$ cat src/rtl/cmc_pkg.sv
`default_nettype none

package cmc_pkg;

    // internal magnitudes are unsigned with 30 fraction bits
    localparam int QI = 30;
    localparam logic [30:0] ONE_Q = 31'h4000_0000;
    localparam logic [29:0] HALF_Q = 30'h2000_0000;

    // angle and scale constants
    localparam logic [30:0] PI_HALF_Q = 31'd1686629713;
    localparam logic [30:0] PI_SIXTH_Q = 31'd562209904;
    localparam logic [30:0] SIX_OVER_PI_Q = 31'd2050695827;
    localparam logic [30:0] TWO_OVER_PI_Q = 31'd683565276;

    localparam int SIN_STEPS = 6;
    localparam int ASIN_TERMS = 16;
    localparam int ROOT_BITS = 29;

    // sine recurrence divisors and floor(2^32 / d)
    localparam logic [7:0] SIN_DEN [SIN_STEPS] = '{
        8'd156, 8'd110, 8'd72, 8'd42, 8'd20, 8'd6
    };
    localparam logic [29:0] SIN_REC [SIN_STEPS] = '{
        30'd27531841, 30'd39045157, 30'd59652323,
        30'd102261126, 30'd214748364, 30'd715827882
    };

    // arcsine series: odd^2, (2n+2)(2n+3) and floor(odd^2 * 2^30 / den)
    localparam logic [9:0] SER_NUM [ASIN_TERMS] = '{
        10'd1, 10'd9, 10'd25, 10'd49, 10'd81, 10'd121, 10'd169, 10'd225,
        10'd289, 10'd361, 10'd441, 10'd529, 10'd625, 10'd729, 10'd841, 10'd961
    };
    localparam logic [10:0] SER_DEN [ASIN_TERMS] = '{
        11'd6, 11'd20, 11'd42, 11'd72, 11'd110, 11'd156, 11'd210, 11'd272,
        11'd342, 11'd420, 11'd506, 11'd600, 11'd702, 11'd812, 11'd930, 11'd1056
    };
    localparam logic [29:0] SER_REC [ASIN_TERMS] = '{
        30'd178956970, 30'd483183820, 30'd639132038, 30'd730740963,
        30'd790664434, 30'd832838209, 30'd864106515, 30'd888205552,
        30'd907343237, 30'd922906663, 30'd935810562, 30'd946682374,
        30'd955966723, 30'd963987425, 30'd970985886, 30'd977145731
    };

    // conversion selector codes
    typedef enum logic [2:0] {
        CONV_P2S   = 3'd0,
        CONV_P2K   = 3'd1,
        CONV_S2P   = 3'd2,
        CONV_S2K   = 3'd3,
        CONV_K2P   = 3'd4,
        CONV_K2S   = 3'd5,
        CONV_IDENT = 3'd6
    } cmc_kind_t;

    // payload through the sine cells
    typedef struct packed {
        logic        neg;
        cmc_kind_t   kind;
        logic [30:0] m;
        logic [30:0] a;
        logic [31:0] a2;
        logic [30:0] t;
    } cmc_sin_t;

    // payload through the square root cells
    typedef struct packed {
        logic        neg;
        cmc_kind_t   kind;
        logic [32:0] direct;
        logic        big;
        logic [29:0] ysm;
        logic [57:0] v;
        logic [30:0] rem;
        logic [28:0] root;
    } cmc_root_t;

    // payload through the arcsine series cells
    typedef struct packed {
        logic        neg;
        cmc_kind_t   kind;
        logic [32:0] direct;
        logic        big;
        logic [28:0] z2;
        logic [29:0] term;
        logic [30:0] sum;
    } cmc_ser_t;

endpackage

`default_nettype wire

$ cat src/rtl/cmc_root_cell.sv
`default_nettype none

module cmc_root_cell (
    input  logic               clk,
    input  logic               rst_n,
    input  logic               en,
    input  logic               in_valid,
    input  cmc_pkg::cmc_root_t in_data,
    output logic               out_valid,
    output cmc_pkg::cmc_root_t out_data
);

    logic               v_reg;
    cmc_pkg::cmc_root_t d_reg;

    logic [32:0]        rem_t;
    logic [30:0]        trial;
    logic               ge;
    logic [32:0]        rem_sub;
    cmc_pkg::cmc_root_t d_next;

    // one result bit per cell, two radicand bits shifted in
    always_comb
    begin
        rem_t = {in_data.rem, in_data.v[57:56]};
        trial = {in_data.root, 2'b01};
        ge = (rem_t >= {2'b00, trial});
        rem_sub = rem_t - {2'b00, trial};
        d_next = in_data;
        d_next.rem = ge ? rem_sub[30:0] : rem_t[30:0];
        d_next.root = {in_data.root[27:0], ge};
        d_next.v = {in_data.v[55:0], 2'b00};
    end

    // valid bit
    always_ff @(posedge clk or negedge rst_n)
    begin
        if (!rst_n)
        begin
            v_reg <= 1'b0;
        end
        else if (en)
        begin
            v_reg <= in_valid;
        end
    end

    // payload
    always_ff @(posedge clk)
    begin
        if (en)
        begin
            d_reg <= d_next;
        end
    end

    assign out_valid = v_reg;
    assign out_data = d_reg;

endmodule

`default_nettype wire

$ cat config.mk
export PLATFORM = sky130hd
export DESIGN_NAME = cmc_root_cell
export DESIGN_NICKNAME = d
export VERILOG_FILES = /design/src/rtl/cmc_pkg.sv /design/src/rtl/cmc_root_cell.sv
export SDC_FILE = /design/constraint.sdc
export NUM_CORES = 1
export LEC_CHECK = 0
export BUFFER_PORTS_ARGS = -buffer_cell sky130_fd_sc_hd__buf_4
export CAP_MARGIN = 20
export CORE_AREA = 2 2 146 148
export CTS_CLUSTER_DIAMETER = 100
export DETAILED_ROUTE_END_ITERATION = 16
export DIE_AREA = 0 0 148 150
export PLACE_DENSITY = 0.71
export SLEW_MARGIN = 10
export SYNTH_ARGS = -nofsm -noshare
export SYNTH_HDL_FRONTEND = slang
export SYNTH_SLANG_ARGS = --single-unit
export TNS_END_PERCENT = 5
$ cat constraint.sdc
create_clock -name clk -period 0.9 [get_ports clk]
set_input_delay 0.18 -clock clk [delete_from_list [all_inputs] [get_ports clk]]
set_output_delay 0.18 -clock clk [all_outputs]
set_load 0.02 [all_outputs]
==> flow_summary_export.csv <==
group,metric,value,unit
run_status,run_status,"complete, but fails checks",
run_status,violations,"setup timing",
route,avgViaCountPerCell,4.998,
synthesis,synth_top_family_by_area,"compound AO/OA/AOI/OAI gates",
cells_and_area,final_common_cell,"buf_4",
worst_setup_path,cp_max_fo,6,
timing,setup_ws,-1195,ps
worst_setup_path,crit_buf_inv,4,
worst_setup_path,worstSetupStartpointType,"primary input",
global_routing,gr-total-overflow,0,
route,wirelength,32.48,mm
synthesis,yosys_most_used_dff,"edfxtp_1",
synthesis,yosysSeqAreaShare,0.6973,
synthesis,ys_seq_elements,185,
cells_and_area,drive_above_1_share,0.5314,
worst_setup_path,crit_chain,"buf_8 > inv_8 > ha_4 > and4_4 > nand3_2 > or3_4 > a31oi_4 > o31ai_4 > and2_4 > buf_12 > inv_12 > mux2_4",
power_and_ir_drop,power_density,1664,nW/µm²
floorplan,top_level_ports,377,
route,num_vias,7352,
synthesis,syn_inst,521,
clocking,cts_buffers,17,
timing,slew_viol_final,0,
worst_setup_path,slowest_stage,"or3_4",
synthesis,syn_area_per_cell,15.28,µm²
clocking,cts_max_level,4,
cells_and_area,final_cell_mix,"301 x buf_4, 196 x buf_6, 184 x edfxtp_1",
global_routing,grt_pass1_wl,46.76,mm
worst_setup_path,worstPathArrival,2270,ps
synthesis,yosys.area_share.simple,0.06350,
timing,max_clock_freq,477.3,MHz
worst_setup_path,crit_family,"simple AND/OR/NAND/NOR gates",
power_and_ir_drop,power,25.65,mW
cells_and_area,utilization,0.7450,
timing,rsz0062_at_grt,"yes",
synthesis,synth_edf_count,184,
synthesis,synth.cell_area,7960,µm²
route,drc,0,
floorplan,die_y,150,µm
clocking,cts_buffer_depth,2,
synthesis,synth_compound_area_frac,0.09022,
global_routing,grt_max_degree,50,
place,place.gp.congestion,0.8712,
synthesis,post_synth_fa_ha_maj_area_fraction,0.04873,
floorplan,start_util,0.3847,
floorplan,die_area,22200,µm²
synthesis,synth-xor-area-share,0.02641,
route,firstDrtPassIters,5,
clocking,clkTransAtPathRegs,70,ps
global_routing,grt_use_total,0.2856,
timing,clock_skew,0,ps
floorplan,rows,53,
run,maxCapViolCount,0,
global_routing,grt_antenna_before_repair,5,
timing,period_share,2.328,
place,dpl.hpwl,21.16,mm
cells_and_area,final_nets,1403,
floorplan,fp.dieW,148,µm
place,port_buffers,374,
clocking,cts_root_buf,"clkbuf_16",
timing,hold_viol_final,0,
floorplan,core,20690,µm²
synthesis,ys_types,57,
clocking,clkSinkCount,185,
power_and_ir_drop,vdd_ir_drop_max,1177,µV
worst_setup_path,cp.required,1080,ps
timing,min_period,2095,ps
worst_setup_path,critPathKind,"primary input to register",
power_and_ir_drop,leakagePower,6.625,nW
place,place_inst,1275,
timing,setup_tns,-83090,ps
synthesis,yosys_warnings,0,
cells_and_area,stdcell_area,15410,µm²
route,wl_per_cell,22.08,µm
timing,setup_violations,217,
route,ant_nets,0,
global_routing,grt_pass1_vias,7653,
cells_and_area,stdcell_count,1471,
route,drt-initial-drc-count,405,
worst_setup_path,cp_slowest_stage_delay,390,ps
worst_hold_path,hold_path.class,"primary input to register",
synthesis,synth.area.mux_share,0.03898,
clocking,cts_tree,"built",
worst_setup_path,end_kind,"register",
place,dpl_cell_area,12020,µm²
cells_and_area,areaGrowthSynthToFinish,93.63,%
synthesis,async_flop_share,0.005405,
clocking,clk_latency,430,ps
## stage by stage
stage	hold slack (ps)	setup slack [ps]
2_1_floorplan	-115.6	-1751
3_3_place_gp	-43.93	-1752
3_5_place_dp	-43.74	-1794
4_1_cts	17.05	-1157
5_1_grt	24.16	-1240
6_report	28.02	-1195
## final cells by class
type	count	area, µm²
diodes	1	2.502
clock buffers	18	429.2
clock inverters	14	148.9
fillers	1293	5276
inverters	35	162.7
multi-input cells	282	2592
flip-flops and latches	185	5550
well taps	275	344.1
repair buffers	658	6142
repair inverters	3	41.29
## registers in the layout, summed over array words and instances (netlist names)
register	count
out_valid	1
out_data	184
## Yosys cell counts (2+ instances only)
master,count,area share
edfxtp_1,184,0.69
inv_1,34,0.016
ha_1,31,0.049
a21oi_1,26,0.016
nand2_1,25,0.012
o21ai_0,20,0.013
nor2_1,19,0.0090
mux2_4,17,0.032
xnor2_1,15,0.017
nand3_1,14,0.0088
nand4_1,12,0.0094
nor3_1,12,0.0075
a21o_1,11,0.010
clkbuf_1,10,0.0047
o21a_1,10,0.0094
xor2_1,9,0.0099
o21bai_1,6,0.0057
o31ai_1,6,0.0057
and3_1,4,0.0031
mux2_2,4,0.0057
a211oi_1,3,0.0028
buf_12,3,0.0075
clkbuf_2,3,0.0019
nand2b_1,3,0.0024
a311oi_1,2,0.0022
and4_1,2,0.0022
buf_2,2,0.0013
buf_4,2,0.0019
o211ai_1,2,0.0019
o41ai_1,2,0.0022
or3_1,2,0.0016
## report_power, final
part	total, mW	switching [mW]	leakage, nW	internal, mW
clock network	7.45	3.71	0.281	3.74
registers	10.9	0.424	1.81	10.4
logic	7.34	3.36	4.53	3.97
total	25.6	7.50	6.62	18.2
## logic make-up (layout without fill, tap and decap cells)
logic type | after synthesis | count (layout)
AOI/OAI and AO/OA | 102 | 102
other | 1 | 3
buffers and inverters | 55 | 728
xor gates and xnor gates | 24 | 24
muxes | 22 | 22
adders and majority gates | 31 | 31
DFF | 185 | 185
and+or+nand+nor | 101 | 101
## metal layers
metal / part of all wire / routed length (µm) / global-route usage / vias to the layer above
met5: 0.0012 / 39 / 0 / -
met1: 0.38 / 12190 / 0.3262 / 3628
met3: 0.063 / 2032 / 0.06494 / 74
met2: 0.52 / 17040 / 0.5197 / 335
li1: - / - / - / 3309
met4: 0.036 / 1175 / 0.1114 / 6
## repair_timing
action                                 CTS  global route
endpoints found under the hold margin  153             0
hold buffers                           153             0
cloned                                   3             0
pin swaps                               29            18
resized for setup                      268            27
setup buffers                            7             1
setup endpoints to repair              217           217
## worst paths after layout
kind	from	endpoint	slack [ps]	cells past startpoint
setup / recovery	in_data[12]	out_data[51]	-1200	12
hold / removal	in_data[27]	out_data[28]	30	2
setup reg to reg	out_valid	out_valid	130	1
hold reg to reg	out_valid	out_valid	550	1
max in group asynchronous	rst_n	out_valid	770	2
min in group asynchronous	rst_n	out_valid	50	2
(Power assumes the default switching activity.)
